[src/hdl/closest_pair_min_distance_core_defines.svh]
// Assertion macros shared by the closest-pair core RTL.
// Depends on nothing; included by the files that carry assertions.
`ifndef CLOSEST_PAIR_MIN_DISTANCE_CORE_DEFINES_SVH
`define CLOSEST_PAIR_MIN_DISTANCE_CORE_DEFINES_SVH

// Same-cycle implication, disabled while reset is asserted
`define CPMD_ASSERT_NOW(label, clk, rstn, ante, cons) \
    label: assert property (@(posedge clk) disable iff (!rstn) (ante) |-> (cons)) \
        else $error("closest-pair core: same-cycle check failed");

// Next-cycle implication, disabled while reset is asserted
`define CPMD_ASSERT_NEXT(label, clk, rstn, ante, cons) \
    label: assert property (@(posedge clk) disable iff (!rstn) (ante) |=> (cons)) \
        else $error("closest-pair core: next-cycle check failed");

`endif

[src/hdl/cpmd_pkg.sv]
// Shared constants and types for the closest-pair minimum distance core.
// Depends on nothing; imported by the top level and by cpmd_dist.
`timescale 1ns / 1ps

package cpmd_pkg;

    // Set capacity and coordinate precision
    localparam int MaxPoints  = 64;
    localparam int CoordBits  = 16;
    localparam int FieldBits  = 16;
    localparam int CoordW     = (CoordBits < FieldBits) ? CoordBits : FieldBits;

    // Derived widths
    localparam int CntW       = $clog2(MaxPoints + 1);
    localparam int AddrW      = $clog2(MaxPoints);
    localparam int PointW     = 2 * CoordW;
    localparam int DistW      = 2 * CoordW + 1;
    localparam int OutDistW   = 33;

    typedef logic signed [CoordW-1:0] coord_t;
    typedef logic [DistW-1:0]         dist_t;

    // Result of one distance evaluation
    typedef struct packed {
        logic  valid;
        dist_t dist_sq;
    } dist_out_t;

endpackage

[src/hdl/closest_pair_min_distance_core.sv]
// Closest-pair minimum squared distance core: top level.
// Depends on cpmd_pkg, cpmd_ram, cpmd_dist and closest_pair_min_distance_core_defines.svh.
//
// Points of one set arrive one item at a time; s_last_point closes the set and
// produces exactly one result: the least squared distance over all stored pairs,
// no_pair when fewer than two points were stored, and overflowed when points
// beyond the 64-entry store were dropped. A point that finds points already
// stored is accepted, read against each of them in turn through the single
// read port of the point memory, then waits for the pipeline to drain before
// its write-back; a point that finds the store empty goes straight to the
// write-back, and one that finds it full is dropped. A closing point then
// hands its result over. The result waits in an output register; the next
// item is taken while it waits, and a further closing item stalls only until
// that result is taken.
`timescale 1ns / 1ps
`include "closest_pair_min_distance_core_defines.svh"

module closest_pair_min_distance_core
    import cpmd_pkg::*;
(
    input  logic                aclk,
    input  logic                aresetn,
    input  logic                s_valid,
    output logic                s_ready,
    input  logic signed [15:0]  s_point_x,
    input  logic signed [15:0]  s_point_y,
    input  logic                s_last_point,
    output logic                m_valid,
    input  logic                m_ready,
    output logic [OutDistW-1:0] m_min_dist_sq,
    output logic                m_no_pair,
    output logic                m_overflowed
);

    typedef enum logic [2:0] {
        ST_IDLE,
        ST_SCAN,
        ST_DRAIN,
        ST_STORE,
        ST_FINISH
    } state_t;

    state_t              state_reg, state_next;
    logic [CntW-1:0]     count_reg, count_next;
    logic [CntW-1:0]     rd_idx_reg, rd_idx_next;
    logic                rd_valid_reg;
    dist_t               best_reg, best_next;
    logic                best_valid_reg, best_valid_next;
    logic                ovf_reg, ovf_next;
    coord_t              px_reg, px_next;
    coord_t              py_reg, py_next;
    logic                last_reg, last_next;
    logic                m_valid_reg, m_valid_next;
    logic [OutDistW-1:0] m_dist_reg, m_dist_next;
    logic                m_no_pair_reg, m_no_pair_next;
    logic                m_ovf_reg, m_ovf_next;

    logic                ram_wr_en, ram_rd_en;
    logic [PointW-1:0]   ram_rd_data;
    logic                dist_busy;
    dist_out_t           dist_out;
    logic                out_free;

    // Point store: y in the upper half, x in the lower half
    cpmd_ram #(
        .DataW (PointW),
        .Depth (MaxPoints)
    ) u_store (
        .aclk    (aclk),
        .wr_en   (ram_wr_en),
        .wr_addr (count_reg[AddrW-1:0]),
        .wr_data ({py_reg, px_reg}),
        .rd_en   (ram_rd_en),
        .rd_addr (rd_idx_reg[AddrW-1:0]),
        .rd_data (ram_rd_data)
    );

    cpmd_dist u_dist (
        .aclk     (aclk),
        .aresetn  (aresetn),
        .in_valid (rd_valid_reg),
        .px       (px_reg),
        .py       (py_reg),
        .qx       (coord_t'(ram_rd_data[CoordW-1:0])),
        .qy       (coord_t'(ram_rd_data[PointW-1:CoordW])),
        .busy     (dist_busy),
        .dist_out (dist_out)
    );

    assign out_free = !m_valid_reg || m_ready;

    // Sequencer and set state
    always_comb begin
        state_next      = state_reg;
        count_next      = count_reg;
        rd_idx_next     = rd_idx_reg;
        best_next       = best_reg;
        best_valid_next = best_valid_reg;
        ovf_next        = ovf_reg;
        px_next         = px_reg;
        py_next         = py_reg;
        last_next       = last_reg;
        m_valid_next    = m_valid_reg && !m_ready;
        m_dist_next     = m_dist_reg;
        m_no_pair_next  = m_no_pair_reg;
        m_ovf_next      = m_ovf_reg;
        ram_wr_en       = 1'b0;
        ram_rd_en       = 1'b0;

        // Fold each finished distance into the running minimum
        if (dist_out.valid && (!best_valid_reg || dist_out.dist_sq < best_reg)) begin
            best_next       = dist_out.dist_sq;
            best_valid_next = 1'b1;
        end

        case (state_reg)
            ST_IDLE: begin
                if (s_valid) begin
                    px_next   = coord_t'(s_point_x[CoordW-1:0]);
                    py_next   = coord_t'(s_point_y[CoordW-1:0]);
                    last_next = s_last_point;
                    if (count_reg == CntW'(MaxPoints)) begin
                        ovf_next   = 1'b1;
                        state_next = s_last_point ? ST_FINISH : ST_IDLE;
                    end else if (count_reg == '0) begin
                        state_next = ST_STORE;
                    end else begin
                        rd_idx_next = '0;
                        state_next  = ST_SCAN;
                    end
                end
            end
            ST_SCAN: begin
                ram_rd_en   = 1'b1;
                rd_idx_next = rd_idx_reg + CntW'(1);
                if (rd_idx_reg == count_reg - CntW'(1)) begin
                    state_next = ST_DRAIN;
                end
            end
            ST_DRAIN: begin
                if (!rd_valid_reg && !dist_busy) begin
                    state_next = ST_STORE;
                end
            end
            ST_STORE: begin
                ram_wr_en  = 1'b1;
                count_next = count_reg + CntW'(1);
                state_next = last_reg ? ST_FINISH : ST_IDLE;
            end
            ST_FINISH: begin
                if (out_free) begin
                    m_valid_next    = 1'b1;
                    m_no_pair_next  = (count_reg < CntW'(2));
                    m_dist_next     = (count_reg < CntW'(2)) ? '0 : OutDistW'(best_reg);
                    m_ovf_next      = ovf_reg;
                    count_next      = '0;
                    best_valid_next = 1'b0;
                    ovf_next        = 1'b0;
                    state_next      = ST_IDLE;
                end
            end
            default: begin
                state_next = ST_IDLE;
            end
        endcase
    end

    // Hold state and registered outputs
    always_ff @(posedge aclk) begin
        if (!aresetn) begin
            state_reg      <= ST_IDLE;
            count_reg      <= '0;
            best_valid_reg <= 1'b0;
            ovf_reg        <= 1'b0;
            rd_valid_reg   <= 1'b0;
            m_valid_reg    <= 1'b0;
        end else begin
            state_reg      <= state_next;
            count_reg      <= count_next;
            best_valid_reg <= best_valid_next;
            ovf_reg        <= ovf_next;
            rd_valid_reg   <= ram_rd_en;
            m_valid_reg    <= m_valid_next;
        end
        rd_idx_reg    <= rd_idx_next;
        best_reg      <= best_next;
        px_reg        <= px_next;
        py_reg        <= py_next;
        last_reg      <= last_next;
        m_dist_reg    <= m_dist_next;
        m_no_pair_reg <= m_no_pair_next;
        m_ovf_reg     <= m_ovf_next;
    end

    assign s_ready       = (state_reg == ST_IDLE);
    assign m_valid       = m_valid_reg;
    assign m_min_dist_sq = m_dist_reg;
    assign m_no_pair     = m_no_pair_reg;
    assign m_overflowed  = m_ovf_reg;

    // Checks
    `CPMD_ASSERT_NOW(a_wr_in_range, aclk, aresetn, ram_wr_en, count_reg < CntW'(MaxPoints))
    `CPMD_ASSERT_NOW(a_rd_in_range, aclk, aresetn, ram_rd_en, rd_idx_reg < count_reg)
    `CPMD_ASSERT_NOW(a_idle_quiet, aclk, aresetn, s_ready, !rd_valid_reg && !dist_busy)
    `CPMD_ASSERT_NEXT(a_finish_clears, aclk, aresetn, (state_reg == ST_FINISH) && out_free, m_valid && count_reg == '0)

endmodule

[src/hdl/cpmd_ram.sv]
// Generic single-write, single-read synchronous RAM with registered read data.
// Depends on nothing.
`timescale 1ns / 1ps

module cpmd_ram #(
    parameter int DataW = 32,
    parameter int Depth = 64
) (
    input  logic                     aclk,
    input  logic                     wr_en,
    input  logic [$clog2(Depth)-1:0] wr_addr,
    input  logic [DataW-1:0]         wr_data,
    input  logic                     rd_en,
    input  logic [$clog2(Depth)-1:0] rd_addr,
    output logic [DataW-1:0]         rd_data
);

    logic [DataW-1:0] mem [Depth];
    logic [DataW-1:0] rd_data_reg;

    // Write port and registered read port
    always_ff @(posedge aclk) begin
        if (wr_en) begin
            mem[wr_addr] <= wr_data;
        end
        if (rd_en) begin
            rd_data_reg <= mem[rd_addr];
        end
    end

    assign rd_data = rd_data_reg;

endmodule

[src/hdl/cpmd_dist.sv]
// Three-stage squared-distance pipeline: abs difference, squares, sum.
// Depends on cpmd_pkg.
`timescale 1ns / 1ps

module cpmd_dist
    import cpmd_pkg::*;
(
    input  logic      aclk,
    input  logic      aresetn,
    input  logic      in_valid,
    input  coord_t    px,
    input  coord_t    py,
    input  coord_t    qx,
    input  coord_t    qy,
    output logic      busy,
    output dist_out_t dist_out
);

    logic signed [CoordW:0] dx, dy;
    logic [CoordW-1:0]      adx, ady;

    logic                   v1_reg, v2_reg, v3_reg;
    logic [CoordW-1:0]      adx_reg, ady_reg;
    logic [2*CoordW-1:0]    sqx_reg, sqy_reg;
    dist_t                  sum_reg;

    // Magnitude of each difference fits in CoordW bits
    always_comb begin
        dx  = {px[CoordW-1], px} - {qx[CoordW-1], qx};
        dy  = {py[CoordW-1], py} - {qy[CoordW-1], qy};
        adx = dx[CoordW] ? CoordW'(-dx) : CoordW'(dx);
        ady = dy[CoordW] ? CoordW'(-dy) : CoordW'(dy);
    end

    // Advance valid tags
    always_ff @(posedge aclk) begin
        if (!aresetn) begin
            v1_reg <= 1'b0;
            v2_reg <= 1'b0;
            v3_reg <= 1'b0;
        end else begin
            v1_reg <= in_valid;
            v2_reg <= v1_reg;
            v3_reg <= v2_reg;
        end
    end

    // Datapath stages
    always_ff @(posedge aclk) begin
        adx_reg <= adx;
        ady_reg <= ady;
        sqx_reg <= adx_reg * adx_reg;
        sqy_reg <= ady_reg * ady_reg;
        sum_reg <= DistW'(sqx_reg) + DistW'(sqy_reg);
    end

    assign busy             = v1_reg | v2_reg | v3_reg;
    assign dist_out.valid   = v3_reg;
    assign dist_out.dist_sq = sum_reg;

endmodule
[config.mk]
export PLATFORM = sky130hd
export DESIGN_NAME = closest_pair_min_distance_core
export DESIGN_NICKNAME = d
export VERILOG_FILES = /design/src/hdl/cpmd_pkg.sv /design/src/hdl/closest_pair_min_distance_core.sv /design/src/hdl/cpmd_ram.sv /design/src/hdl/cpmd_dist.sv
export VERILOG_INCLUDE_DIRS = /design/src /design/src/hdl
export SDC_FILE = /design/constraint.sdc
export NUM_CORES = 2
export LEC_CHECK = 0
export BUFFER_PORTS_ARGS = -buffer_cell sky130_fd_sc_hd__buf_2
export CAP_MARGIN = 20
export CORE_ASPECT_RATIO = 1.4
export CORE_MARGIN = 4
export CORE_UTILIZATION = 50
export DETAILED_ROUTE_END_ITERATION = 8
export MAX_ROUTING_LAYER = met4
export PLACE_DENSITY = 0.65
export REMOVE_ABC_BUFFERS = 1
export SYNTH_ARGS = -nofsm -noshare
export SYNTH_HDL_FRONTEND = slang
export SYNTH_SLANG_ARGS = --single-unit
[constraint.sdc]
create_clock -name aclk -period 17.89 [get_ports aclk]
set_input_delay 2.6835 -clock aclk [delete_from_list [all_inputs] [get_ports aclk]]
set_output_delay 2.6835 -clock aclk [all_outputs]
set_load 0.03 [all_outputs]
==> metrics.yaml <==
clock_skew_ns: 0.105
grt_use_total_pct: 24.9
layout_setup_ws_ns: 11.27
num_vias: 51987
first_global_vias: 54577
drt_iter0_markers: 4797
finalHoldViolCount: 0
worstPathCellList: "nand2_1 -> fa_1 -> inv_1 -> fa_1 -> inv_1 -> fa_1 -> inv_1 -> fa_1 -> fa_1 -> inv_1 -> fa_1 -> inv_1 -> ha_1 -> o21a_1 -> o21a_1 -> nor2_1 -> o21bai_1 -> a31oi_1 -> o31ai_1 -> o41ai_1 -> o21bai_1 -> a21oi_1 -> xnor2_1"
nets: 6521
start_util_pct: 50.4
insertion_delay_ns: 0.89
gr-total-overflow: 0
critPathKind: "flop to flop"
drive_gt1_share_pct: 21.5
cts_resized: 0
crit_slowest_cell: "dfxtp_1"
synth-edff-count: 2188
clockBufferDepth: 4
antenna_found_initial: 21
ant_nets: 0
path_common_cell: "fa_1"
cts.reportedPaths.clkPinSlew_ns: 0.06
avgSynthCellArea_um2: 18.5
dp_slack_ns: 11.20
largest_register: "u_store.mem"
setup_viol: 0
synth_cells: 5627
hpwl_um: 156000
die_y_um: 548
cp_slowest_stage_delay_ns: 0.82
maxCapViolations: 0
std_cell_rows: 197
end_kind: "flop"
io_buffers: 73
reg2reg_setup_slack_ns: 11.27
cts_tree: "yes"
worstPathArrival_ns: 7.39
post-route-min-period_ns: 6.62
status: "finished clean"
final_cells: 8725
htreeDepth: 4
dieArea_um2: 215000
cts_hold_repair.buffers: 0
cp.required_ns: 18.66
fin_setup_tns_ns: 0
cts_setup_buffers: 0
whs_ns: 0.428
ios: 74
largest_reg_flops: 2048
cts-root-buf: "clkbuf_16"
hold_path.class: "flop to flop"
critPathMaxFanout: 17
ys_ff_latch: 2332
ys.warnings.count: 0
synth.distinct_cells: 78
cts_sinks: 2332
drc: 0
fillers: 15610
relSlewSlack_pct: 26.9
core-area_um2: 206000
period_share_pct: 37.0
placed_cells: 8312
drtPass1Iterations: 5
wl_per_cell_um: 29.7
syn2layout_area_growth_pct: 11.1
grt_pass1_wl_um: 375000
slew_viol_final: 0
critPathLaunchType: "flop"
async_flop_share_pct: 0
syn-cell-area_um2: 104000
tightest_slew_ns: 1.10
place_congestion: 0.886
yosysSeqAreaShare_pct: 66.0
synth_ff_type: "edfxtp_1"
routed_wl_um: 259000
cts_buffers: 219
grt_setup_unrepaired: "false"
vias_per_cell: 5.96
fmax_mhz: 151
die_w_um: 393
grt_max_degree: 138
-- cell usage in the layout (no fill, tap or decap), types with 73 or more instances in the layout --
cell type	netlist	routed
ha_1	305	305
a21oi_1	91	90
fa_1	326	326
and2_1	81	80
clkbuf_16	0	221
buf_2	3	73
edfxtp_1	2188	2188
nor2_1	232	168
nand2_1	200	200
dfxtp_1	144	144
buf_4	0	131
mux4_2	672	672
xnor2_1	99	99
inv_1	599	599
-- critical path: cells and delay by family (launching register included) --
family | cells | cell delay [ns]
compound gates | 8 | 1.74
xor+xnor | 1 | 0.13
fa+ha+maj | 7 | 3.31
buf+inv | 5 | 0.25
flops | 1 | 0.82
simple gates | 2 | 0.36
-- stage by stage --
stage / util, % / cell area (µm²)
floorplan: - / 103000
global placement: 52.6 / 109000
detailed placement: 52.6 / 109000
CTS: 55.9 / 115000
global route: 56.0 / 116000
finish: 56.0 / 116000
-- cell usage after synthesis, types with 66 or more instances --
library cell	number	area share, %
edfxtp_1	2188	63
mux4_2	672	15
inv_1	599	2.2
fa_1	326	6.3
ha_1	305	3.7
nor2_1	232	0.84
nand2_1	200	0.72
clkbuf_1	153	0.55
dfxtp_1	144	2.8
xnor2_1	99	0.83
a21oi_1	91	0.44
and2_1	81	0.49
a21o_1	66	0.48
-- per-layer routing --
layer / wire length [µm] / vias up / GRT usage (%) / part of all wire (%)
met5: 0 / - / - / 0
met4: 10300 / 0 / 8.86 / 4.0
met3: 17900 / 419 / 3.37 / 6.9
met2: 138000 / 1937 / 43.6 / 53
li1: - / 21950 / - / -
met1: 93100 / 27681 / 29.7 / 36
-- cells by family after synthesis --
| kind of cell | after synthesis | share of synthesized area, % |
|---|---|---|
| flip-flops | 2332 | 66.0 |
| buffers and inverters | 808 | 2.92 |
| AND/OR/NAND/NOR | 683 | 3.07 |
| multiplexers | 677 | 14.6 |
| adder cells (fa/ha/maj) | 631 | 9.95 |
| AO/OA/AOI/OAI | 340 | 2.20 |
| XOR/XNOR | 156 | 1.31 |
-- layout make-up --
cell class	count	area (µm²)	share of cell area, %
sequential	2332	68600	59.3
multi-input combinational	2487	32900	28.4
clock buffer	289	5900	5.10
tap	2686	3360	2.91
inverter	599	2250	1.95
timing repair buffer	214	1570	1.36
clock inverter	104	1010	0.877
antenna	14	35.0	0.0303
-- final timing paths --
| path | from | depth (start not counted) | endpoint |
|---|---|---|---|
| setup / recovery | u_dist.ady_reg[6]$_DFF_P_ | 23 | u_dist.sqy_reg[29]$_DFF_P_ |
| hold / removal | u_dist.sum_reg[0]$_DFF_P_ | 0 | best_reg[0]$_DFFE_PP_ |
| setup reg to reg | u_dist.ady_reg[6]$_DFF_P_ | 23 | u_dist.sqy_reg[29]$_DFF_P_ |
| hold reg to reg | u_dist.sum_reg[0]$_DFF_P_ | 0 | best_reg[0]$_DFFE_PP_ |
Power is left out: the tool's default activity adds up to more than one toggle a clock period on the data nets, which glitch-free logic cannot reach.
